**config.mk**
```make
export PLATFORM = sky130hd
export DESIGN_NAME = command_stream_inline_load_parser_core
export DESIGN_NICKNAME = d
export VERILOG_FILES = /design/src/sv/csilp_pkg.sv /design/src/sv/csilp_parse.sv /design/src/sv/csilp_obuf.sv /design/src/sv/command_stream_inline_load_parser_core.sv
export SDC_FILE = /design/constraint.sdc
export NUM_CORES = 1
export LEC_CHECK = 0
export BUFFER_PORTS_ARGS = -buffer_cell sky130_fd_sc_hd__clkbuf_2
export CORE_MARGIN = 2
export CORE_UTILIZATION = 34
export DETAILED_ROUTE_END_ITERATION = 7
export PLACE_DENSITY_LB_ADDON = 0.2
export SYNTH_ARGS = -nofsm -noshare
export SYNTH_HDL_FRONTEND = slang
export SYNTH_SLANG_ARGS = --single-unit
```
**constraint.sdc**
```tcl
create_clock -name clk -period 3.6 [get_ports clk]
set_clock_uncertainty 0.05 [all_clocks]
set_input_delay 0.36 -clock clk [delete_from_list [all_inputs] [get_ports clk]]
set_output_delay 0.36 -clock clk [all_outputs]
set_load 0.02 [all_outputs]
```
**src/sv/csilp_pkg.sv**
```systemverilog
// Shared types and constants for the command stream inline load parser.
package csilp_pkg;

  // Sizing of the capture limits
  localparam int LOAD_LIMIT = 16;
  localparam int MAX_DWORDS = 256;

  localparam int CNT_W  = 13;   // header count / payload index width
  localparam int LCNT_W = 5;    // load counter width

  localparam logic [CNT_W-1:0] MAX_PAYLOAD_RST = CNT_W'(200);

  // Header fields
  localparam logic [2:0]  OPC_MIN = 3'd1;
  localparam logic [2:0]  OPC_MAX = 3'd4;
  localparam logic [15:0] MTH_ADDR = 16'h2062;
  localparam logic [15:0] MTH_SIZE = 16'h2060;
  localparam logic [15:0] MTH_LOAD = 16'h206d;

  // Payload handling of the current header
  localparam logic [1:0] MODE_SKIP = 2'd0;
  localparam logic [1:0] MODE_ADDR = 2'd1;
  localparam logic [1:0] MODE_SIZE = 2'd2;
  localparam logic [1:0] MODE_CAP  = 2'd3;

  // Result kinds
  localparam logic KIND_PAYLOAD = 1'b0;
  localparam logic KIND_SUMMARY = 1'b1;

  typedef struct packed {
    logic              kind;
    logic [3:0]        load_number;
    logic [63:0]       addr;
    logic [31:0]       size;
    logic [31:0]       slot;
    logic [7:0]        pos;
    logic [31:0]       word;
    logic              last;
    logic [LCNT_W-1:0] found;
  } res_t;

  // Results produced by one input beat, oldest in r0
  typedef struct packed {
    logic [1:0] cnt;
    res_t       r0;
    res_t       r1;
  } push_t;

endpackage

```
**src/sv/csilp_parse.sv**
```systemverilog
// Parser state and per-word result generation.
module csilp_parse import csilp_pkg::*; (
  input  logic             clk,
  input  logic             rst_n,
  input  logic             cfg_we,
  input  logic [CNT_W-1:0] cfg_wdata,
  input  logic             beat,
  input  logic [31:0]      word,
  input  logic             region,
  input  logic             final_word,
  output push_t            push
);

  logic [CNT_W-1:0]  max_r;
  logic [63:0]       addr_r, addr_nxt;
  logic [31:0]       high_r, high_nxt;
  logic [31:0]       size_r, size_nxt;
  logic [31:0]       slot_r, slot_nxt;
  logic [CNT_W-1:0]  rem_r, rem_nxt;
  logic [1:0]        mode_r, mode_nxt;
  logic [CNT_W-1:0]  idx_r, idx_nxt;
  logic [LCNT_W-1:0] lcnt_r, lcnt_nxt;
  logic              done_r, done_nxt;

  logic [2:0]        opc;
  logic [CNT_W-1:0]  hcnt;
  logic [15:0]       mth;
  logic              hdr_ok;
  logic              pay_vld, sum_vld;
  res_t              pay, sum;

  assign opc  = word[31:29];
  assign hcnt = word[28:16];
  assign mth  = word[15:0];
  assign hdr_ok = (opc >= OPC_MIN) && (opc <= OPC_MAX) &&
                  (hcnt != '0) && (hcnt <= max_r);

  // Next state and results for the accepted word
  always_comb begin
    addr_nxt = addr_r;
    high_nxt = high_r;
    size_nxt = size_r;
    slot_nxt = slot_r;
    rem_nxt  = rem_r;
    mode_nxt = mode_r;
    idx_nxt  = idx_r;
    lcnt_nxt = lcnt_r;
    done_nxt = done_r;
    pay_vld  = 1'b0;
    sum_vld  = 1'b0;
    pay      = '0;

    if (beat && !done_r) begin
      if (rem_r != '0) begin
        // payload word of an accepted header
        case (mode_r)
          MODE_ADDR: begin
            if (idx_r == CNT_W'(0)) begin
              high_nxt = word;
            end else if (idx_r == CNT_W'(1)) begin
              addr_nxt = {high_r, word};
            end
          end
          MODE_SIZE: begin
            if (idx_r == CNT_W'(0)) begin
              high_nxt = word;
            end else if (idx_r == CNT_W'(1)) begin
              size_nxt = high_r;
              slot_nxt = word;
            end
          end
          MODE_CAP: begin
            if ({1'b0, idx_r} < (CNT_W+1)'(MAX_DWORDS)) begin
              pay_vld = 1'b1;
            end
          end
          default: ;
        endcase
        pay.kind        = KIND_PAYLOAD;
        pay.load_number = 4'(lcnt_r - LCNT_W'(1));
        pay.addr        = addr_r;
        pay.size        = size_r;
        pay.slot        = slot_r;
        pay.pos         = idx_r[7:0];
        pay.word        = word;
        pay.last        = (rem_r == CNT_W'(1)) ||
                          ({1'b0, idx_r} == (CNT_W+1)'(MAX_DWORDS - 1)) || final_word;
        idx_nxt = idx_r + CNT_W'(1);
        rem_nxt = rem_r - CNT_W'(1);
        if (rem_r == CNT_W'(1)) begin
          mode_nxt = MODE_SKIP;
          idx_nxt  = '0;
        end
        if (final_word) begin
          sum_vld  = 1'b1;
          done_nxt = 1'b1;
        end
      end else if (!region) begin
        // region ended while a header was expected
        sum_vld  = 1'b1;
        done_nxt = 1'b1;
      end else begin
        // header decode
        if (hdr_ok) begin
          rem_nxt  = hcnt;
          idx_nxt  = '0;
          mode_nxt = MODE_SKIP;
          if (mth == MTH_ADDR && hcnt >= CNT_W'(2)) begin
            mode_nxt = MODE_ADDR;
          end else if (mth == MTH_SIZE && hcnt >= CNT_W'(2)) begin
            mode_nxt = MODE_SIZE;
          end else if (mth == MTH_LOAD && lcnt_r < LCNT_W'(LOAD_LIMIT)) begin
            mode_nxt = MODE_CAP;
            lcnt_nxt = lcnt_r + LCNT_W'(1);
          end
        end
        if (final_word) begin
          sum_vld  = 1'b1;
          done_nxt = 1'b1;
        end
      end
    end
  end

  // End summary carries only the load count
  always_comb begin
    sum       = '0;
    sum.kind  = KIND_SUMMARY;
    sum.found = lcnt_nxt;
  end

  // Order results, payload first
  always_comb begin
    push = '0;
    if (pay_vld) begin
      push.r0  = pay;
      push.r1  = sum;
      push.cnt = sum_vld ? 2'd2 : 2'd1;
    end else if (sum_vld) begin
      push.r0  = sum;
      push.cnt = 2'd1;
    end
  end

  // Control and configuration state
  always_ff @(posedge clk) begin
    if (!rst_n) begin
      max_r  <= MAX_PAYLOAD_RST;
      addr_r <= '0;
      high_r <= '0;
      size_r <= '0;
      slot_r <= '0;
      rem_r  <= '0;
      mode_r <= MODE_SKIP;
      idx_r  <= '0;
      lcnt_r <= '0;
      done_r <= 1'b0;
    end else begin
      if (cfg_we) begin
        max_r <= cfg_wdata;
      end
      addr_r <= addr_nxt;
      high_r <= high_nxt;
      size_r <= size_nxt;
      slot_r <= slot_nxt;
      rem_r  <= rem_nxt;
      mode_r <= mode_nxt;
      idx_r  <= idx_nxt;
      lcnt_r <= lcnt_nxt;
      done_r <= done_nxt;
    end
  end

endmodule

```
**src/sv/csilp_obuf.sv**
```systemverilog
// Three-entry result queue that takes up to two results per cycle.
module csilp_obuf import csilp_pkg::*; (
  input  logic  clk,
  input  logic  rst_n,
  input  push_t push,
  output logic  room,
  output logic  out_vld,
  input  logic  out_rdy,
  output res_t  out_res
);

  res_t       ent_r [3];
  logic [1:0] wp_r, wp_nxt;
  logic [1:0] rp_r, rp_nxt;
  logic [1:0] cnt_r, cnt_nxt;
  logic [1:0] wp_p1;
  logic       pop;

  function automatic logic [1:0] inc3(input logic [1:0] p);
    return (p == 2'd2) ? 2'd0 : p + 2'd1;
  endfunction

  assign room    = (cnt_r <= 2'd1);
  assign out_vld = (cnt_r != 2'd0);
  assign out_res = ent_r[rp_r];
  assign pop     = out_vld && out_rdy;
  assign wp_p1   = inc3(wp_r);

  // Pointer and fill updates
  always_comb begin
    wp_nxt  = wp_r;
    rp_nxt  = pop ? inc3(rp_r) : rp_r;
    cnt_nxt = cnt_r + push.cnt - {1'b0, pop};
    case (push.cnt)
      2'd1:    wp_nxt = wp_p1;
      2'd2:    wp_nxt = inc3(wp_p1);
      default: wp_nxt = wp_r;
    endcase
  end

  always_ff @(posedge clk) begin
    if (!rst_n) begin
      wp_r  <= '0;
      rp_r  <= '0;
      cnt_r <= '0;
    end else begin
      wp_r  <= wp_nxt;
      rp_r  <= rp_nxt;
      cnt_r <= cnt_nxt;
    end
  end

  // Result storage
  always_ff @(posedge clk) begin
    if (push.cnt != 2'd0) begin
      ent_r[wp_r] <= push.r0;
    end
    if (push.cnt == 2'd2) begin
      ent_r[wp_p1] <= push.r1;
    end
  end

endmodule

```
**src/sv/command_stream_inline_load_parser_core.sv**
```systemverilog
// Top level of the command stream inline load parser.
//
// Input channel in_*: one 32-bit command ring word per beat, in_tuser marks
// words inside the changed region, in_tlast marks the last ring word.
// Output channel out_*: payload words of captured inline loads, tagged with
// the latched buffer address, size and slot, and one end summary beat
// (out_tuser high) that carries the number of loads found.
// cfg_we/cfg_wdata write the largest accepted header payload count.
//
// Each accepted word is decoded in the cycle it arrives and its results are
// written into a three-entry output queue, so a result can appear on the
// output no earlier than the cycle after its word. One word per cycle is taken
// while the queue holds at most one result; the input stalls after a word that
// gives two results (payload plus summary), and otherwise only while the queue
// holds two or more results because the receiver stalls.
// Reset returns the parser to expecting a header with all latches cleared,
// the count limit at 200 and the queue empty. After the summary the block
// keeps taking words and produces nothing until the next reset.
module command_stream_inline_load_parser_core import csilp_pkg::*; (
  input  logic          clk,
  input  logic          rst_n,
  // configuration
  input  logic          cfg_we,
  input  logic [12:0]   cfg_wdata,   // max_payload_count
  // input words
  input  logic          in_tvalid,
  output logic          in_tready,
  input  logic [31:0]   in_tdata,    // stream_word
  input  logic          in_tuser,    // in_region
  input  logic          in_tlast,    // final_word
  // results
  output logic          out_tvalid,
  input  logic          out_tready,
  output logic [183:0]  out_tdata,   // load_number[3:0], buffer_address[67:4],
                                     // buffer_size[99:68], buffer_slot[131:100],
                                     // word_position[139:132], payload_word[171:140],
                                     // loads_found[176:172], zero fill[183:177]
  output logic          out_tuser,   // result_kind
  output logic          out_tlast    // last_of_load
);

  push_t push;
  res_t  res;
  logic  room;

  assign in_tready = room;

  csilp_parse u_parse (
    .clk        (clk),
    .rst_n      (rst_n),
    .cfg_we     (cfg_we),
    .cfg_wdata  (cfg_wdata),
    .beat       (in_tvalid && room),
    .word       (in_tdata),
    .region     (in_tuser),
    .final_word (in_tlast),
    .push       (push)
  );

  csilp_obuf u_obuf (
    .clk     (clk),
    .rst_n   (rst_n),
    .push    (push),
    .room    (room),
    .out_vld (out_tvalid),
    .out_rdy (out_tready),
    .out_res (res)
  );

  // Pack result fields onto the stream
  assign out_tdata = {7'd0, res.found, res.word, res.pos, res.slot, res.size,
                      res.addr, res.load_number};
  assign out_tuser = res.kind;
  assign out_tlast = res.last;

endmodule

```
==> metrics.txt, run 1 <==
Max Cap Viol=0; most common library cell in the layout ignoring fill and taps=dfxtp_1; placed cell count=4183; Final Non-Filler Cells=4343; CP cell instances=inv_1 > ha_1 > nor3b_2 > nand4_1 > o21ai_1 > inv_1 > ha_1 > nor3_1 > buf_4 > and2_4 > buf_12 > a22o_1; Worst-Skew Late Latency=640 ps; total detailed-routing wirelength=98910 um; total routing resource utilization after global routing=21.47%; average via count per standard cell=5.442; area delta synth->final=18.70%; Synth area leaders=dfxtp_1 50%, a22o_1 15%, nand2_1 7.3%; period utilisation layout=91.43%; Cell variety after synth=77; clock tree buffer depth=3; number of synthesized flops with an enable pin=18; Port Buffer Count=232; count of nets left with antenna violations after detail routing=0; number of global-route vias before repair=22.77k; Vert. Die Dim=297.9 um; number of pins with negative max-slew slack in the final report=0; worst endpoint data arrival time=3810 ps; x dimension of the die=297.9 um; Slew Limit Headroom=22.77%; largest driver fanout on the critical path=75; actual slew at the worst max-slew pin=1157 ps; clock tree sinks=752; antenna fix cells=0; setup total negative slack=0 ps; category of the critical setup timing path=reg2reg; area used by multi-input combinational logic=12850 sq um; initial core utilization=34.38%; initial antenna violation count=3; maximum single-stage delay on the critical path=360 ps; standard cell with the maximum stage delay on the critical path=dfxtp_1; combined flip-flop and latch cell area=15240 sq um; total buffers and inverters traversed by the critical path=4; cell area after technology mapping=29370 sq um; drt first-iter violations=1876; I/O pin count=240; required time reported for the critical path endpoint=4110 ps; global route overflow=0; #FFs+latches synth=752; critical path endpoint category=flip-flop; cell family with the largest share of critical-path delay=simple AND/OR/NAND/NOR gates; crit path time final=3292 ps; Filler Cells Inserted=8364; placed wire-length estimate=63420 um; most used flip-flop cell after synthesis=dfxtp_1; number of CTS-inserted buffers=82; min-delay worst type=in2reg; unrepaired setup endpoints after global routing=false; final hold violation count=0; # rows=107; clock tree from TritonCTS=done; maximum number of pins on one net before global-route repair=109; status=complete, no violations; clock edge transition at the registers on the reported setup and hold paths=60 ps; fraction of layout instances using a drive strength above 1=15.04%; post-synthesis async set-or-reset flop share=0%; Root Buffer Master=clkbuf_16; number of nets in the final layout=3217; LEAKAGE=0.01305 uW; per-instance average area after synthesis=9.848 sq um; routed vias=23.63k; Synth Instances=2982; Die Outline Area=88740 sq um; number of warning messages in the yosys log=0; power per cell area=595.3 nW/um^2; VDD IR-drop max=0.3903 mV; number of H-tree levels=3; number of remaining DRC errors=0; most used cells in the layout excluding fill and tap cells=732 x dfxtp_1, 566 x nand2_1, 501 x a22o_1, 231 x clkbuf_2, 216 x o21ai_0; CP Launch Type=flip-flop; top-area cell type share of the netlist area=50.04%; f_max=0.3038 GHz; first-pass GRT wire length=147300 um; total core area=85410 sq um; final weighted congestion in routability-driven placement=0.8521; per-cell routed wire length=22.77 um; router iterations before antenna repair=5; leading area contributor after synthesis=dfxtp_1; register-to-register setup slack=310 ps; final hold slack=126.2 ps; register area share after synthesis=51.88%; final count of negative-setup-slack endpoints=0
## where the power goes
group          leakage, uW  internal (uW)  switching (uW)  total (uW)
combinational      0.00555            988            2140        3130
sequential         0.00609           8490             179        8670
clock              0.00141           5390            3560        8950
total               0.0131          14900            5880       20700
## metal layers
layer	wire (um)	global-route usage [%]
met4	2426	5.707
met2	46080	35.00
met3	5187	3.537
met5	0	0
met1	45210	29.41
## cell type report
class,count,area share (%)
Clock buffer,117,6.874
Timing Repair Buffer,334,6.608
Tap cell,1144,4.106
Sequential cell,752,43.73
Multi-Input combinational cell,1930,36.87
Clock inverter,30,1.429
Inverter,36,0.3877
## registers in the layout (all words and copies together) (netlist names), 5 cells and up, named ones only
register	flops
u_obuf.ent_r	537
u_parse.addr_r	64
u_parse.high_r	32
u_parse.idx_r	13
u_parse.lcnt_r	5
u_parse.max_r	13
u_parse.rem_r	13
u_parse.size_r	32
u_parse.slot_r	32
## synthesized netlist by cell type, drive strengths merged, types with 24 or more instances
cell      n
a21boi  167
a21oi    26
a22o    501
buf     114
clkbuf  156
dfxtp   734
ha       29
inv      36
mux2i   192
nand2   568
nor2     42
nor2b    24
o21ai   218
## stage by stage
step | total power (uW) | instance area (sq um) | setup slack (ps) | util (%)
after floorplan | 10780 | 29390 | 223.9 | -
after global placement | 11920 | 31830 | 405.5 | 37.27
after detailed placement | 11960 | 31830 | 379.4 | 37.27
after CTS | 20910 | 34860 | 363.8 | 40.81
after global routing | 21500 | 34860 | 86.84 | 40.81
final | 20750 | 34860 | 308.3 | 40.81
## logic make-up after synthesis
logic type | count (synthesis) | share of synthesized area [%]
AO/OA/AOI/OAI | 960 | 24.67
XOR/XNOR | 10 | 0.3238
adder cells (fa/ha/maj) | 29 | 1.236
buffers and inverters | 306 | 4.619
flip-flops | 752 | 51.88
multiplexers | 193 | 6.596
other | 1 | 0.01277
AND/OR/NAND/NOR | 731 | 10.66
## worst paths after layout
check,startpoint,end,cells after the start
max,u_parse.rem_r[0],u_obuf.ent_r[2][107],12
min,in_tdata[10],u_parse.addr_r[10],3
max reg2reg,u_parse.rem_r[0],u_obuf.ent_r[2][107],12
min reg2reg,u_obuf.ent_r[2][174],u_obuf.ent_r[2][174],2
## timing repair
action | in CTS | in global routing
gates resized for setup | 0 | 0
buffers inserted | 0 | 0
hold buffers | 13 | 0
endpoints found under the hold margin | 13 | 0
## tightest hold or removal path, delay by kind of cell
kind / cells / cell delay (ps)
buffers and inverters: 1 / 220
and+or+nand+nor: 1 / 110
AOI/OAI and AO/OA: 1 / 60
(Power assumes the default switching activity.)
==> run 2: changes to the inputs <==
CORE_MARGIN = unset   (was 2)
MAX_ROUTING_LAYER = met4   (was unset)
==> run 2 against run 1 <==
Net effect: die area decreased by 1.3%; setup slack improved by 12 ps; first-iteration DRC count decreased by 17%; total power decreased by 0.88%; sequential cell count did not move; highest routed layer unchanged; final cell count rose by 0.21%; cell area barely moved; wire length up 0.49%; clock power decreased by 3.0%; global-route usage rose by 1.5 points; via count grew 0.47%; largest cell class unchanged.
==> metrics.txt, run 2 (synthesis gave the netlist of run 1 again) <==
Largest register FFs=537; most common library cell in the layout ignoring fill and taps=dfxtp_1; period utilisation layout=91.09%; x dimension of the die=295.9 um; leading registers by flop count=u_obuf.ent_r: 537 flops, u_parse.addr_r: 64 flops; LEAKAGE=0.01305 uW; fraction of layout instances using a drive strength above 1=15.15%; final hold slack=132.4 ps; largest driver fanout on the critical path=30; unrepaired setup endpoints after global routing=false; power per cell area=589.7 nW/um^2; cts repair resizes=0; finished layout cell area=34880 sq um; VDD IR-drop max=0.4034 mV; number of remaining DRC errors=0; crit path time final=3279 ps; number of pins with negative max-slew slack in the final report=0; Die Outline Area=87550 sq um; number of nets in the final layout=3222; maximum number of pins on one net before global-route repair=105; placed wire-length estimate=64180 um; # rows=107; per-cell routed wire length=22.84 um; CP Launch Type=flip-flop; clock tree sinks=752; initial core utilization=34.38%; critical path endpoint category=output pin; router iterations before antenna repair=5; Placement Cell Area=31900 sq um; number of CTS-inserted buffers=81; worst-case reg-to-reg path depth=11; drt first-iter violations=1560; actual slew at the worst max-slew pin=1322 ps; min-delay worst type=in2reg; number of global-route vias before repair=23.16k; f_max=0.3049 GHz; area delta synth->final=18.76%; total detailed-routing wirelength=99390 um; average via count per standard cell=5.456; Root Buffer Master=clkbuf_16; CP cell instances=buf_4 > mux2i_1 > o21ai_0 > clkbuf_2; category of the critical setup timing path=reg2out; clock tree from TritonCTS=done; Vert. Die Dim=295.9 um; Layout Utilization=40.83%; final weighted congestion in routability-driven placement=0.8712; pre-CTS WS=115.9 ps; Slew Limit Headroom=11.79%; I/O pin count=240; final hold violation count=0; initial antenna violation count=5; total core area=85410 sq um; required time reported for the critical path endpoint=3190 ps; first-pass GRT wire length=148700 um; global route overflow=0; number of H-tree levels=3; most used cells in the layout excluding fill and tap cells=732 x dfxtp_1, 566 x nand2_1, 501 x a22o_1, 231 x clkbuf_2, 216 x o21ai_0; Port Buffer Count=232; worst endpoint data arrival time=2870 ps; antenna fix cells=0; status=complete, no violations; count of nets left with antenna violations after detail routing=0; most flop-heavy register=u_obuf.ent_r; Max Cap Viol=0; setup total negative slack=0 ps; total routing resource utilization after global routing=22.95%; maximum single-stage delay on the critical path=810 ps; Cells on Worst Hold Path=4; final count of negative-setup-slack endpoints=0; Final WS setup=320.6 ps; Worst-Skew Late Latency=640 ps; routed vias=23.75k; clock tree buffer depth=3; clock edge transition at the registers on the reported setup and hold paths=60 ps; standard cell with the maximum stage delay on the critical path=dfxtp_4
run 2: changes by cell type in the layout (fill, tap and decap cells not counted), moves of 3 or more:
| cell | change |
|---|---|
| clkbuf_1 | +6 |
| buf_12 | +5 |
| clkinv_2 | +5 |
| bufinv_16 | -3 |
| clkbuf_16 | -3 |
run 2: what timing repair did:
item | CTS | global route
buffers inserted | 0 | 4
hold endpoints to repair | 13 | 0
hold buffers | 13 | 0
endpoints found under the setup margin | 0 | 29
run 2: layout make-up:
class | count | area (sq um)
multi-input combinational | 1930 | 12850
fill | 8383 | 50540
clock inverter | 32 | 489.2
clock buffer | 118 | 2316
timing repair buffer | 340 | 2411
tap | 1144 | 1431
inverter | 36 | 135.1
sequential | 752 | 15240
run 2: report_power, final:
| part | switching (uW) | leakage (uW) | internal, uW |
|---|---|---|---|
| Combinational | 2170 | 0.00560 | 1030 |
| Sequential | 193 | 0.00609 | 8490 |
| Clock | 3640 | 0.00136 | 5050 |
| Total | 6000 | 0.0130 | 14600 |
run 2: metrics by stage:
step	total power, uW	cells
final	20570	4352
after global routing	21290	4352
after CTS	20630	4348
after detailed placement	11970	4185
after global placement	11910	4185
after floorplan	10780	2988
run 2: final timing paths:
check / startpoint / endpoint / slack [ps]
worst max-delay path: flip-flop / out_tdata[93] / 320
worst min-delay path: in_tdata[3] / u_parse.high_r[3] / 130
worst max register to register: u_parse.rem_r[0] / u_obuf.ent_r[2][100] / 330
worst min register to register: u_obuf.ent_r[0][174] / u_obuf.ent_r[0][174] / 420
run 2: layer usage:
| layer | track usage (%) | wire length (um) | share of wire [%] |
|---|---|---|---|
| met5 | - | 0 | 0 |
| met4 | 7.620 | 3132 | 3.2 |
| met3 | 3.320 | 5250 | 5.3 |
| met2 | 35.65 | 45770 | 46 |
| met1 | 30.51 | 45230 | 46 |
run 2: critical path: cells and delay by family, from the launching register on:
kind | cells | cell delay, ps
AOI/OAI and AO/OA | 1 | 710
buffers and inverters | 2 | 590
muxes | 1 | 80
DFF | 1 | 810
==> run 3: changes to the inputs <==
CORE_UTILIZATION = 48   (was 34)
==> run 3 against run 2 <==
Net effect: largest power group unchanged; wire length is 8.5% lower; sequential power hardly changed; clock-buffer cell count is 4 lower; die area is 29% lower; clock power is 5.1% lower; final cell count is 8.7% lower; critical path type is now reg2reg; total power is 3.0% lower; critical endpoint is now u_obuf.ent_r[2][120].
==> metrics.txt, run 3 (synthesis gave the netlist of run 1 again) <==
period utilisation layout=90.97%; crit path time final=3275 ps; worst endpoint data arrival time=3780 ps; LEAKAGE=0.01290 uW; critical path endpoint category=flip-flop; area delta synth->final=16.11%; initial antenna violation count=3; clock tree sinks=752; routing usage on met1=38.38%; CP cell instances=inv_1 > ha_1 > nor3b_2 > nand4_1 > buf_4 > nand4_4 > ha_1 > nor3_1 > buf_4 > a21oi_4 > buf_12 > a22o_1; Root Buffer Master=clkbuf_16; final weighted congestion in routability-driven placement=0.8772; required time reported for the critical path endpoint=4100 ps; number of remaining DRC errors=0; fraction of layout instances using a drive strength above 1=14.84%; Port Buffer Count=232; clock edge transition at the registers on the reported setup and hold paths=60 ps; maximum single-stage delay on the critical path=390 ps; power per cell area=585.2 nW/um^2; setup total negative slack=0 ps; drt first-iter violations=2142; number of nets in the final layout=3206; total core area=60360 sq um; routed vias=23.63k; Post-CTS Hold Buffers=13; most heavily used metal layer in global routing=met2; GR met2 Demand/Resource=45.78%; final count of negative-setup-slack endpoints=0; VDD IR-drop max=0.3596 mV; most flop-heavy register=u_obuf.ent_r; global route overflow=0; per-cell routed wire length=22.88 um; cell family with the largest share of critical-path delay=buffers and inverters; total routing resource utilization after global routing=29.48%; actual slew at the worst max-slew pin=1209 ps; Final WS setup=324.9 ps; placed wire-length estimate=57530 um; largest driver fanout on the critical path=85; category of the critical setup timing path=reg2reg; most common library cell in the layout ignoring fill and taps=dfxtp_1; Post-CTS Setup Bufs=0; clock tree buffer depth=3; Vert. Die Dim=249.3 um; maximum number of pins on one net before global-route repair=103; average via count per standard cell=5.947; met3 routing resource usage after global routing=5.120%; Largest register FFs=537; unrepaired setup endpoints after global routing=false; most used cells in the layout excluding fill and tap cells=732 x dfxtp_1, 566 x nand2_1, 501 x a22o_1, 231 x clkbuf_2, 216 x o21ai_0; # rows=90; number of pins with negative max-slew slack in the final report=0; cts repair resizes=0; initial core utilization=48.65%; leading registers by flop count=u_obuf.ent_r: 537 flops, u_parse.addr_r: 64 flops; min-delay worst type=in2reg; standard cell with the maximum stage delay on the critical path=buf_12; pre-CTS WS=408.1 ps; Slew Limit Headroom=19.29%; x dimension of the die=249.3 um; final hold slack=84.69 ps; total buffers and inverters traversed by the critical path=4; f_max=0.3053 GHz; number of global-route vias before repair=22.64k; total detailed-routing wirelength=90920 um; router iterations before antenna repair=5; first-pass GRT wire length=137800 um; Worst-Skew Late Latency=630 ps; Max Cap Viol=0; number of H-tree levels=3; CP Launch Type=flip-flop; status=complete, no violations; I/O pin count=240; final hold violation count=0; Die Outline Area=62170 sq um; count of nets left with antenna violations after detail routing=0; number of CTS-inserted buffers=79; clock tree from TritonCTS=done
## run 3: changes by cell type in the layout (fill, tap and decap cells not counted), sizes merged
cell      previous run  this run
clkinvlp             2         4
buf                 96        82
bufinv               7         4
diode                0         3
inv                 39        38
clkbuf             349       345
## run 3: worst register-to-register path, delay by kind of cell (launching register included)
kind	cells	cell delay (ps)
compound gates	2	610
fa+ha+maj	2	610
buf+inv	4	930
flops	1	360
simple gates	4	650
## run 3: power breakdown
part	total, uW	internal [uW]	switching (uW)
clock	8240	4850	3390
sequential	8680	8490	191
combinational	3040	974	2060
## run 3: layout make-up
type	instances	area [sq um]
sequential	752	15240
fill	5320	26260
antenna	3	7.507
timing repair buffer	326	2243
inverter	36	135.1
clock buffer	114	2359
multi-input combinational	1930	12850
clock inverter	30	280.3
tap	782	978.4
## run 3: through the flow
step	std cells	utilization (%)	area [sq um]	total power, uW
final	3973	56.49	34100	19950
after global routing	3973	56.49	34100	20640
after floorplan	2988	-	29390	10780
after CTS	3970	56.48	34090	20040
after global placement	3813	51.89	31320	11820
after detailed placement	3813	51.89	31320	11830
## run 3: worst paths after layout
path	depth (start not counted)	slack [ps]	startpoint	to
setup reg to reg	12	320	u_parse.rem_r[0]	u_obuf.ent_r[2][120]
hold / removal	3	80	in_tdata[13]	u_parse.high_r[13]
setup / recovery	12	320	u_parse.rem_r[0]	u_obuf.ent_r[2][120]
hold reg to reg	2	410	u_obuf.ent_r[2][176]	u_obuf.ent_r[2][176]
## run 3: layer usage
layer,vias to the layer above,share of wire [%]
met5,-,0
met4,0,3.3
met3,172,6.4
met2,850,47
met1,11670,43
li1,10930,-
